[src/rtl/bcm_pkg.sv]
// ----------------------------------------------------------------------------
// bcm_pkg: shared types and constants for the BGR555 color math pixel block
// Register indexes, the configuration bundle and the blend bit masks.
// ----------------------------------------------------------------------------
`timescale 1ns / 1ps
`default_nettype none

package bcm_pkg;

  localparam int COLOR_W  = 15;
  localparam int SOURCE_W = 3;
  localparam int BRIGHT_W = 4;
  localparam int MASK_W   = 7;
  localparam int PIXEL_W  = BRIGHT_W + COLOR_W;
  localparam int INDEX_W  = 3;
  localparam int WDATA_W  = 15;
  localparam int IN_W     = 40;
  localparam int OUT_W    = 24;

  localparam logic [15:0] LOW_BITS   = 16'h0421;
  localparam logic [15:0] CARRY_BITS = 16'h8420;
  localparam logic [15:0] HALVE_MASK = 16'h7bde;

  localparam logic [SOURCE_W-1:0] EXCLUDED_SOURCE = 3'd5;
  localparam logic [SOURCE_W-1:0] BACKDROP_SOURCE = 3'd6;

  typedef enum logic [INDEX_W-1:0] {
    REG_SUBTRACT_MODE    = 3'd0,
    REG_USE_SUB_SCREEN   = 3'd1,
    REG_HALVE_ENABLE     = 3'd2,
    REG_MATH_ENABLE_MASK = 3'd3,
    REG_FIXED_COLOR      = 3'd4,
    REG_BRIGHTNESS       = 3'd5,
    REG_HIRES_MODE       = 3'd6
  } reg_index_t;

  typedef struct packed {
    logic                subtract_mode;
    logic                use_sub_screen;
    logic                halve_enable;
    logic [MASK_W-1:0]   math_enable_mask;
    logic [COLOR_W-1:0]  fixed_color;
    logic [BRIGHT_W-1:0] brightness;
    logic                hires_mode;
  } cfg_t;

endpackage

`default_nettype wire

[src/rtl/bgr555_color_math_pixel.sv]
// ----------------------------------------------------------------------------
// bgr555_color_math_pixel: console style color math on a pixel stream
// Blends main and sub screen colors and emits brightness-tagged BGR555 words.
// ----------------------------------------------------------------------------
//  channel  | direction | handshake        | content
//  s_*      | in        | tvalid / tready  | one pixel column per word
//  m_*      | out       | tvalid / tready  | one result word, tlast on final
//  write_*  | in        | write_enable     | register index and data
//
// One input register feeds the blend logic, one output register holds the
// result. Normal mode: one word in and out per cycle unless the output stalls.
// Hires mode: two output words per input, and a new input is taken only as the
// second word moves to the output register. Synchronous reset empties both
// registers and clears the configuration. A stalled output holds its word; the
// input register frees in the cycle its last result moves to the output register.
// ----------------------------------------------------------------------------
`timescale 1ns / 1ps
`default_nettype none

module bgr555_color_math_pixel (
  input  wire logic                          clk,
  input  wire logic                          rst,
  input  wire logic                          s_tvalid,
  output logic                               s_tready,
  // main_bgr[14:0], main_source[17:15], sub_bgr[32:18], sub_source[35:33],
  // main_visible[36], math_window[37], zero[39:38]
  input  wire logic [bcm_pkg::IN_W-1:0]      s_tdata,
  output logic                               m_tvalid,
  input  wire logic                          m_tready,
  // pixel_word[18:0], zero[23:19]
  output logic      [bcm_pkg::OUT_W-1:0]     m_tdata,
  output logic                               m_tlast,
  input  wire logic                          write_enable,
  input  wire logic [bcm_pkg::INDEX_W-1:0]   write_index,
  input  wire logic [bcm_pkg::WDATA_W-1:0]   write_data
);
  import bcm_pkg::*;

  cfg_t cfg;

  logic                s1_valid;
  logic                s1_phase;
  logic [COLOR_W-1:0]  s1_main_bgr;
  logic [SOURCE_W-1:0] s1_main_source;
  logic [COLOR_W-1:0]  s1_sub_bgr;
  logic [SOURCE_W-1:0] s1_sub_source;
  logic                s1_main_visible;
  logic                s1_math_window;

  logic               out_valid;
  logic [PIXEL_W-1:0] out_word;
  logic               out_last;

  logic [COLOR_W-1:0] main_pix, sub_pix;
  logic               emit_sub, out_load, s1_done, in_take;

  always_ff @(posedge clk) begin
    if (rst) begin
      cfg <= '0;
    end else if (write_enable) begin
      case (reg_index_t'(write_index))
        REG_SUBTRACT_MODE:    cfg.subtract_mode    <= write_data[0];
        REG_USE_SUB_SCREEN:   cfg.use_sub_screen   <= write_data[0];
        REG_HALVE_ENABLE:     cfg.halve_enable     <= write_data[0];
        REG_MATH_ENABLE_MASK: cfg.math_enable_mask <= write_data[MASK_W-1:0];
        REG_FIXED_COLOR:      cfg.fixed_color      <= write_data[COLOR_W-1:0];
        REG_BRIGHTNESS:       cfg.brightness       <= write_data[BRIGHT_W-1:0];
        REG_HIRES_MODE:       cfg.hires_mode       <= write_data[0];
        default: ;
      endcase
    end
  end

  bcm_pixel_math u_main (
    .cfg            (cfg),
    .primary_color  (s1_main_bgr),
    .primary_source (s1_main_source),
    .operand_color  (s1_sub_bgr),
    .operand_source (s1_sub_source),
    .main_visible   (s1_main_visible),
    .math_window    (s1_math_window),
    .color          (main_pix)
  );

  bcm_pixel_math u_sub (
    .cfg            (cfg),
    .primary_color  (s1_sub_bgr),
    .primary_source (s1_sub_source),
    .operand_color  (s1_main_bgr),
    .operand_source (s1_main_source),
    .main_visible   (s1_main_visible),
    .math_window    (s1_math_window),
    .color          (sub_pix)
  );

  always_comb begin
    emit_sub = cfg.hires_mode && !s1_phase;
    out_load = s1_valid && (!out_valid || m_tready);
    s1_done  = out_load && !emit_sub;
    s_tready = !s1_valid || s1_done;
    in_take  = s_tvalid && s_tready;
  end

  always_ff @(posedge clk) begin
    if (rst) begin
      s1_valid <= 1'b0;
      s1_phase <= 1'b0;
    end else if (in_take) begin
      s1_valid <= 1'b1;
      s1_phase <= 1'b0;
    end else if (s1_done) begin
      s1_valid <= 1'b0;
    end else if (out_load) begin
      s1_phase <= 1'b1;
    end
  end

  always_ff @(posedge clk) begin
    if (in_take) begin
      s1_main_bgr     <= s_tdata[14:0];
      s1_main_source  <= s_tdata[17:15];
      s1_sub_bgr      <= s_tdata[32:18];
      s1_sub_source   <= s_tdata[35:33];
      s1_main_visible <= s_tdata[36];
      s1_math_window  <= s_tdata[37];
    end
  end

  always_ff @(posedge clk) begin
    if (rst) begin
      out_valid <= 1'b0;
    end else if (out_load) begin
      out_valid <= 1'b1;
    end else if (m_tready) begin
      out_valid <= 1'b0;
    end
  end

  always_ff @(posedge clk) begin
    if (out_load) begin
      out_word <= {cfg.brightness, (emit_sub ? sub_pix : main_pix)};
      out_last <= !emit_sub;
    end
  end

  assign m_tvalid = out_valid;
  assign m_tdata  = {{(OUT_W-PIXEL_W){1'b0}}, out_word};
  assign m_tlast  = out_last;

endmodule

`default_nettype wire

[src/rtl/bcm_pixel_math.sv]
// ----------------------------------------------------------------------------
// bcm_pixel_math: color math for one pixel
// Picks the operand, applies window gating and blends per 5-bit component.
// ----------------------------------------------------------------------------
`timescale 1ns / 1ps
`default_nettype none

module bcm_pixel_math (
  input  wire bcm_pkg::cfg_t                  cfg,
  input  wire logic [bcm_pkg::COLOR_W-1:0]    primary_color,
  input  wire logic [bcm_pkg::SOURCE_W-1:0]   primary_source,
  input  wire logic [bcm_pkg::COLOR_W-1:0]    operand_color,
  input  wire logic [bcm_pkg::SOURCE_W-1:0]   operand_source,
  input  wire logic                           main_visible,
  input  wire logic                           math_window,
  output logic      [bcm_pkg::COLOR_W-1:0]    color
);
  import bcm_pkg::*;

  logic [15:0] a, b, ab_x;
  logic [15:0] s, s_adj, c, r_add, r_hadd;
  logic [15:0] d, w, r_sub, r_hsub;
  logic [MASK_W:0] mask_ext;
  logic        math_on, halve;
  logic [15:0] blended;

  always_comb begin
    a = {1'b0, (main_visible ? primary_color : {COLOR_W{1'b0}})};
    b = {1'b0, (cfg.use_sub_screen ? operand_color : cfg.fixed_color)};
    ab_x = a ^ b;

    // saturating add and halved add, carries caught at component tops
    s      = a + b;
    s_adj  = s - (ab_x & LOW_BITS);
    c      = s_adj & CARRY_BITS;
    r_add  = (s - c) | (c - (c >> 5));
    r_hadd = s_adj >> 1;

    // subtract with borrow guard bits, clamped at zero
    d      = a - b + CARRY_BITS;
    w      = (d - (ab_x & CARRY_BITS)) & CARRY_BITS;
    r_sub  = (d - w) & (w - (w >> 5));
    r_hsub = (r_sub & HALVE_MASK) >> 1;

    // source seven has no mask bit
    mask_ext = {1'b0, cfg.math_enable_mask};
    math_on  = (primary_source != EXCLUDED_SOURCE) && mask_ext[primary_source] && math_window;
    halve    = cfg.halve_enable && main_visible &&
               (!cfg.use_sub_screen || (operand_source != BACKDROP_SOURCE));

    if (cfg.subtract_mode) begin
      blended = halve ? r_hsub : r_sub;
    end else begin
      blended = halve ? r_hadd : r_add;
    end

    if (!main_visible && !math_window) begin
      color = '0;
    end else if (math_on) begin
      color = blended[COLOR_W-1:0];
    end else begin
      color = a[COLOR_W-1:0];
    end
  end

endmodule

`default_nettype wire

[config.mk]
export PLATFORM = sky130hd
export DESIGN_NAME = bgr555_color_math_pixel
export DESIGN_NICKNAME = d
export VERILOG_FILES = /design/src/rtl/bcm_pkg.sv /design/src/rtl/bgr555_color_math_pixel.sv /design/src/rtl/bcm_pixel_math.sv
export SDC_FILE = /design/constraint.sdc
export NUM_CORES = 1
export LEC_CHECK = 0
export ABC_AREA = 1
export BUFFER_PORTS_ARGS = -buffer_cell sky130_fd_sc_hd__buf_4
export CAP_MARGIN = 20
export CORE_MARGIN = 4
export CORE_UTILIZATION = 45
export CTS_BUF_LIST = sky130_fd_sc_hd__clkbuf_8
export CTS_CLUSTER_SIZE = 16
export DETAILED_ROUTE_END_ITERATION = 12
export GPL_ROUTABILITY_DRIVEN = 1
export PLACE_DENSITY_LB_ADDON = 0.12
export SLEW_MARGIN = 40
export SYNTH_ARGS = -nofsm -noshare
export SYNTH_HDL_FRONTEND = slang
export SYNTH_SLANG_ARGS = --single-unit
[constraint.sdc]
create_clock -name clk -period 9.3 [get_ports clk]
set_clock_uncertainty 0.15 [all_clocks]
set_input_delay 1.86 -clock clk [delete_from_list [all_inputs] [get_ports clk]]
set_output_delay 1.86 -clock clk [all_outputs]
set_load 0.02 [all_outputs]
==> results of run 1 <==
-- stage by stage --
step | power [mW] | cell area [µm²] | setup WS [ns]
after floorplan | 1.09 | 11100 | 4.37
after global placement | 1.31 | 12000 | 3.55
after detailed placement | 1.31 | 12000 | 3.49
after CTS | 1.60 | 12200 | 3.47
after global routing | 1.72 | 12200 | 2.92
final | 1.60 | 12200 | 3.48
-- layer usage --
layer	share of wire, %	vias up	routed length [µm]
li1	-	5731	-
met1	48	5121	17100
met2	42	407	14700
met3	7.2	53	2530
met4	2.7	0	942
met5	0	-	0
-- sequential cells by signal, summed over array words and instances, names as in the netlist, 3 cells and up --
register / cells
s1_sub_bgr: 15
s1_main_bgr: 15
s1_main_source: 3
out_word: 19
cfg: 29
s1_sub_source: 3
-- cells in the mapped netlist (27+ instances only) --
cell        n  share of area, %
ha_1      114                13
a21oi_1   138               6.3
nor2_1     95               3.2
nand2_2    40               2.3
inv_1     258               8.8
edfxtp_1   58                16
dfxtp_1    32               5.8
nand2_1   513                17
nand4_1    27               1.5
nand3_1   140               6.3
o21ai_0    65               2.9
-- power by group through the flow --
stage	logic, mW	clock network [mW]	registers, mW
global route	0.962	0.302	0.459
CTS	0.853	0.285	0.457
global placement	0.840	0	0.466
detailed placement	0.849	0	0.466
floorplan	0.625	0	0.468
finish	0.859	0.279	0.457
-- worst paths after layout --
check                             start           end  slack [ns]  cells after the start
worst max register to register  cfg[28]  out_word[13]        3.48                     29
worst min-delay path             cfg[3]  out_word[17]        0.29                      0
worst max-delay path            cfg[28]  out_word[13]        3.48                     29
worst min register to register   cfg[3]  out_word[17]        0.29                      0
-- worst reg2reg max path: cells and delay by family (launching register included) --
family                     cells  cell delay [ns]
buffers and inverters          5             0.79
AOI/OAI and AO/OA              6             0.98
and+or+nand+nor               14             1.66
DFF                            1             0.40
adders and majority gates      3             1.14
xor gates and xnor gates       1             0.45
-- layout make-up --
type	count	area share, %
clock inverters	7	0.625
repair buffers	95	5.96
well taps	324	3.32
inverters	275	8.49
multi-input cells	1323	61.1
flip-flops and latches	90	19.5
clock buffers	9	1.01
-- cell families after synthesis --
family / count (synthesis)
other: 1
DFF: 90
xor gates and xnor gates: 33
and+or+nand+nor: 900
AOI/OAI and AO/OA: 267
buffers and inverters: 313
adders and majority gates: 118
==> flow_summary.yaml, run 1 <==
clock_tree:
  tritoncts: "yes"
  clk_pin_slew_ns: 0.11
  clock_sinks: 90
  insertion_delay_ns: 0.39
  cts_htree_levels: 3
  hold_buffers: 0
  postCtsSetupRepairBufs: 0
  clockBufferDepth: 2
  cts_made_buffers: 9
  cts-resized-gates: 0
  root_buffer: "clkbuf_8"
synth:
  synthCells: 1722
  ys_seq_area_share_pct: 21.6
  synth_warnings: 0
  synth_compound_area_share_pct: 13.5
  synth_top_family_by_area: "simple AND/OR/NAND/NOR gates"
  synth-edff-count: 58
  synthFlopType: "edfxtp_1"
  syn-cell-area_um2: 11000
  ys_ff_latch: 90
  async_flop_share_pct: 0
  synthXorXnorAreaFrac_pct: 2.69
  ys_types: 58
  yosys.area_share.adder_pct: 13.6
  yosys-mux-area-fraction_pct: 0
  synth_simple_gate_area_share_pct: 37.5
  syn_avg_cell_area_um2: 6.41
critical_path:
  path_common_cell: "nand2_1"
  cp_num_buf_inv: 5
  cp-start-kind: "flip-flop"
  cp_slowest_cell: "ha_1"
  critPathTopFamily: "simple AND/OR/NAND/NOR gates"
  crit_required_ns: 9.31
  cp-end-kind: "flip-flop"
  max_stage_delay_ns: 0.50
  path_max_fanout: 31
  worstPathArrival_ns: 5.83
  crit_type: "flip-flop to flip-flop"
power_and_ir_drop:
  pwr-share-comb_pct: 53.8
  peakVddDrop_uv: 84.7
  p_int_uw: 845
  power.switching_uw: 751
  p_seq_share_pct: 28.6
  switching_share_pct: 47.0
  leakage_nw: 6.44
  p_clk_share_pct: 17.5
  power_density_nw_per_um2: 131
global_routing:
  use_met3_pct: 3.09
  grt_pass1_wl_mm: 54.7
  use_met2_pct: 39.5
  antenna_found_initial: 0
  grt_overflow_total: 0
  grt_use_met1_pct: 38.6
  grt_pass1_vias: 10200
  track_usage_pct: 25.9
  grt_max_degree: 33
  busiest_layer: "met2"
timing:
  worst_pin_slew_ns: 0.827
  drv_slew: 0
  hold_viol: 0
  slew_headroom_pct: 44.7
  fin_crit_ns: 5.82
  fmaxAchievable_ghz: 0.172
  grt_setup_unrepaired: "false"
  tns_ns: 0
  holdWs_ns: 0.293
  setup_viol: 0
  min_period_over_period_pct: 62.6
layout:
  syn_to_final_growth_pct: 10.7
  drive_above_1_share_pct: 13.0
  final_common_cell: "nand2_1"
  nNetsFinal: 1975
  multi_input_area_um2: 7460
  n_fill_cell: 2599
  num_antenna_cells: 0
  utilization_pct: 50.4
  regArea_um2: 2380
  final_cell_mix: "513 x nand2_1, 258 x inv_1, 140 x nand3_1, 137 x a21oi_1, 114 x ha_1"
  finalNonFillerCells: 2123
hold_path:
  hold_class: "flip-flop to flip-flop"
routing:
  routed_wl_mm: 35.3
  wl_per_cell_um: 16.6
  drcViolationCount: 0
  via_per_inst: 5.33
  dr_total_vias: 11300
  first_pass_iters: 6
  drtAntennaViolNets: 0
  first_iter_violations: 912
floorplan:
  initial_core_util_pct: 45.5
  core_area_um2: 24200
  die_area_um2: 27100
  die_h_um: 165
  num_rows: 57
  die_w_um: 165
  num_io_pins: 90
place:
  dp_hpwl_mm: 29.8
  place_congestion: 0.973
  port_buffers: 82
  place_inst: 2107
flow_run:
  cap_violations: 0
status:
  outcome: "finished, final reports clean"
No activity file was read; power rests on OpenSTA's default activity.
==> inputs of run 2 (changes only) <==
==> constraint.sdc (replaced) <==
create_clock -name clk -period 5.9 [get_ports clk]
set_clock_uncertainty 0.15 [all_clocks]
set_input_delay 1.18 -clock clk [delete_from_list [all_inputs] [get_ports clk]]
set_output_delay 1.18 -clock clk [all_outputs]
set_load 0.02 [all_outputs]
==> flow_summary.yaml, run 2 (synthesis gave the netlist of run 1 again) <==
status:
  outcome: "finished, final reports clean"
layout:
  num_antenna_cells: 0
  n_fill_cell: 2549
  nNetsFinal: 1983
  syn_to_final_growth_pct: 11.4
  multi_input_area_um2: 7460
  regArea_um2: 2380
  final_cell_mix: "513 x nand2_1, 258 x inv_1, 140 x nand3_1, 137 x a21oi_1, 114 x ha_1"
  fin_area_um2: 12300
  drive_above_1_share_pct: 13.3
  final_common_cell: "nand2_1"
  largestRegisters: "cfg: 29 flops, out_word: 19 flops"
  regMostFlops: "cfg"
  utilization_pct: 50.7
  largest_register_ffs: 29
hold_path:
  hold_class: "flip-flop to flip-flop"
clock_tree:
  postCtsSetupRepairBufs: 0
  cts_htree_levels: 3
  tritoncts: "yes"
  cts-resized-gates: 0
  insertion_delay_ns: 0.38
  clock_sinks: 90
  clk_pin_slew_ns: 0.12
  hold_buffers: 0
  cts_made_buffers: 9
  root_buffer: "clkbuf_8"
  clockBufferDepth: 2
routing:
  via_per_inst: 5.30
  first_pass_iters: 5
  first_iter_violations: 911
  dr_total_vias: 11300
  routed_wl_mm: 34.9
  drcViolationCount: 0
  wl_per_cell_um: 16.4
  drtAntennaViolNets: 0
place:
  dp_hpwl_mm: 29.8
  place_congestion: 0.949
  placed_area_um2: 12100
  port_buffers: 82
timing:
  hold_viol: 0
  tns_ns: 0
  fmaxAchievable_ghz: 0.186
  worst_pin_slew_ns: 0.787
  setup_viol: 0
  grt_setup_unrepaired: "false"
  min_period_over_period_pct: 91.1
  slew_headroom_pct: 46.9
  fin_crit_ns: 5.37
  drv_slew: 0
power_and_ir_drop:
  p_clk_share_pct: 17.5
  p_seq_share_pct: 28.6
  switching_share_pct: 47.0
  power.switching_mw: 1.19
  leakage_nw: 6.49
  p_int_mw: 1.34
  peakVddDrop_uv: 131
  pwr-share-comb_pct: 53.9
  power_density_nw_per_um2: 206
global_routing:
  antenna_found_initial: 0
  grt_pass1_vias: 10200
  grt_pass1_wl_mm: 54.8
  grt_max_degree: 33
  track_usage_pct: 25.8
  grt_overflow_total: 0
floorplan:
  num_io_pins: 90
  initial_core_util_pct: 45.5
  die_h_um: 165
  num_rows: 57
  die_w_um: 165
  die_area_um2: 27100
  core_area_um2: 24200
critical_path:
  path_max_fanout: 14
  worstPathArrival_ns: 5.37
  cp_slowest_cell: "edfxtp_1"
  cp-start-kind: "flip-flop"
  crit_required_ns: 5.90
  cp-end-kind: "flip-flop"
  max_stage_delay_ns: 0.56
  crit_type: "flip-flop to flip-flop"
  path_common_cell: "nand2_1"
flow_run:
  cap_violations: 0
[run 2: cell type report]
| class | count | share of cell area [%] |
|---|---|---|
| clock buffer | 9 | 1.01 |
| tap | 324 | 3.30 |
| sequential | 90 | 19.4 |
| inverter | 275 | 8.44 |
| clock inverter | 7 | 0.662 |
| multi-input combinational | 1323 | 60.7 |
| timing repair buffer | 103 | 6.51 |
[run 2: power by group through the flow]
stage                     logic (mW)  clock network (mW)  registers (mW)
after global routing            1.53               0.479           0.724
after global placement          1.33                   0           0.736
after floorplan                0.984                   0           0.738
after detailed placement        1.35                   0           0.735
final                           1.36               0.442           0.722
after CTS                       1.35               0.448           0.721
[run 2: critical path, delay by kind of cell, from the launching register on]
kind | cells | cell delay (ns)
AOI/OAI and AO/OA | 4 | 0.76
xor gates and xnor gates | 1 | 0.34
adders and majority gates | 3 | 1.03
buffers and inverters | 6 | 0.81
DFF | 1 | 0.56
and+or+nand+nor | 16 | 1.47
[run 2: path summary, 6_finish.rpt]
kind	to	cells after the start	slack (ns)	startpoint
worst min register to register	out_word[16]	0	0.29	cfg[2]
worst max register to register	out_word[12]	30	0.53	s1_main_visible
worst max-delay path	out_word[12]	30	0.53	s1_main_visible
worst min-delay path	out_word[16]	0	0.29	cfg[2]
[run 2: metal layers]
layer  global-route usage (%)  vias up  wire [µm]
li1                         -     5765          -
met1                     39.6     5148      17200
met2                     39.1      347      14700
met3                     2.67       34       2390
met4                     5.03        0        578
met5                        0        -          0
[run 2: through the flow]
stage                     power [mW]  worst slack, ns  hold WS (ns)  cells
after global placement          2.07            0.655         0.269   2113
final                           2.53            0.525         0.287   2131
after global routing            2.73           0.0794         0.310   2131
after detailed placement        2.08            0.588         0.268   2115
after CTS                       2.52            0.575         0.289   2131
after floorplan                 1.72            0.971         0.259   1726
==> inputs of run 3 (changes only) <==
--- a/config.mk
+++ b/config.mk
@@ -14,6 +14,7 @@
 export CTS_CLUSTER_SIZE = 16
 export DETAILED_ROUTE_END_ITERATION = 12
 export GPL_ROUTABILITY_DRIVEN = 1
+export GPL_TIMING_DRIVEN = 0
 export PLACE_DENSITY_LB_ADDON = 0.12
 export SLEW_MARGIN = 40
 export SYNTH_ARGS = -nofsm -noshare
==> flow_summary.yaml, run 3 (synthesis gave the netlist of run 1 again) <==
floorplan:
  initial_core_util_pct: 45.5
  die_w_um: 165
  die_h_um: 165
  die_area_um2: 27100
  num_rows: 57
  core_area_um2: 24200
  num_io_pins: 90
routing:
  first_pass_iters: 8
  top_layer: "met5"
  drtAntennaViolNets: 0
  drcViolationCount: 0
  wl_met1_mm: 16.8
  met3_length_mm: 2.76
  dr_total_vias: 11400
  first_iter_violations: 963
  wl_per_cell_um: 16.7
  via_per_inst: 5.33
  routed_wl_mm: 35.8
  met2WireLength_mm: 15.1
critical_path:
  worstPathArrival_ns: 5.56
  critPathTopFamily: "simple AND/OR/NAND/NOR gates"
  cp-end-kind: "flip-flop"
  path_common_cell: "nand2_1"
  cp_num_buf_inv: 6
  crit_type: "flip-flop to flip-flop"
  cp-start-kind: "flip-flop"
  rr_startpoint: "cfg[28]"
  max_stage_delay_ns: 0.40
  cp_slowest_cell: "fa_1"
  path_max_fanout: 10
  crit_start: "cfg[28]"
  crit_required_ns: 5.90
clock_tree:
  root_buffer: "clkbuf_8"
  clk_pin_slew_ns: 0.11
  cts_made_buffers: 9
  insertion_delay_ns: 0.39
  tritoncts: "yes"
  clock_sinks: 90
  clockBufferDepth: 2
  hold_buffers: 0
  cts_htree_levels: 3
timing:
  hold_viol: 0
  fmaxAchievable_ghz: 0.180
  worst_pin_slew_ns: 0.876
  setup_viol: 0
  worst_slack_ns: 0.341
  min_period_over_period_pct: 94.2
  tns_ns: 0
  fin_crit_ns: 5.56
  drv_slew: 0
  slew_headroom_pct: 41.3
global_routing:
  grt_pass1_vias: 10700
  grt_max_degree: 20
  antenna_found_initial: 0
  grt_pass1_wl_mm: 56.6
  grt_overflow_total: 0
  track_usage_pct: 26.7
hold_path:
  hold_start: "cfg[4]"
  hold_class: "flip-flop to flip-flop"
layout:
  regMostFlops: "cfg"
  multi_input_area_um2: 7530
  finalNonFillerCells: 2148
  drive_above_1_share_pct: 13.8
  final_common_cell: "nand2_1"
  largestRegisters: "cfg: 29 flops, out_word: 19 flops"
  nNetsFinal: 2000
  final_cell_mix: "511 x nand2_1, 258 x inv_1, 140 x nand3_1, 132 x a21oi_1, 112 x ha_1"
  utilization_pct: 51.2
  n_fill_cell: 2578
  num_antenna_cells: 0
  regArea_um2: 2380
  largest_register_ffs: 29
  syn_to_final_growth_pct: 12.5
place:
  port_buffers: 79
  dp_slack_ns: -0.541
  place_inst: 2132
  dp_hpwl_mm: 30.8
  place_congestion: 0.967
power_and_ir_drop:
  power_density_nw_per_um2: 204
  switching_share_pct: 47.2
  p_seq_share_pct: 28.4
  power.total_mw: 2.54
  p_clk_share_pct: 17.0
  pwr-share-comb_pct: 54.5
  peakVddDrop_uv: 127
  p_int_mw: 1.34
  power.switching_mw: 1.20
  leakage_nw: 6.51
flow_run:
  cap_violations: 0
status:
  outcome: "finished, final reports clean"
[run 3: worst paths after layout]
| kind | endpoint | slack, ns | depth (start not counted) |
|---|---|---|---|
| max reg2reg | out_word[13] | 0.34 | 32 |
| max | out_word[13] | 0.34 | 32 |
| min reg2reg | out_word[18] | 0.30 | 0 |
| min | out_word[18] | 0.30 | 0 |
[run 3: cell type report]
cell class | count | share of cell area, %
Timing Repair Buffer | 83 | 5.40
Clock buffer | 9 | 0.998
Tap cell | 324 | 3.26
Inverter | 275 | 8.35
Buffer | 37 | 1.56
Multi-Input combinational cell | 1323 | 60.6
Sequential cell | 90 | 19.2
Clock inverter | 7 | 0.595
[run 3: metal layers]
metal | up-vias | global-route usage [%]
li1 | 5798 | -
met1 | 5129 | 38.9
met2 | 447 | 40.9
met3 | 63 | 3.97
met4 | 2 | 7.79
met5 | - | 0
[run 3: what timing repair did]
item / 4_1_cts / 5_1_grt
gates resized for setup: 6 / 22
pin swaps: 0 / 0
cloned: 0 / 0
setup buffers: 0 / 1
setup endpoints to repair: 5 / 5
[run 3: power groups by stage]
stage | Clock (mW) | Combinational [mW] | Sequential [mW]
after floorplan | 0 | 0.984 | 0.738
after global placement | 0 | 1.34 | 0.736
after detailed placement | 0 | 1.36 | 0.735
after CTS | 0.440 | 1.36 | 0.721
after global routing | 0.468 | 1.55 | 0.724
final | 0.433 | 1.38 | 0.722
[run 3: through the flow]
stage                     instance area [µm²]  hold WS (ns)
after global placement                  12100         0.272
after floorplan                         11100         0.259
final                                   12400         0.297
after global routing                    12400         0.310
after CTS                               12400         0.296
after detailed placement                12100         0.264
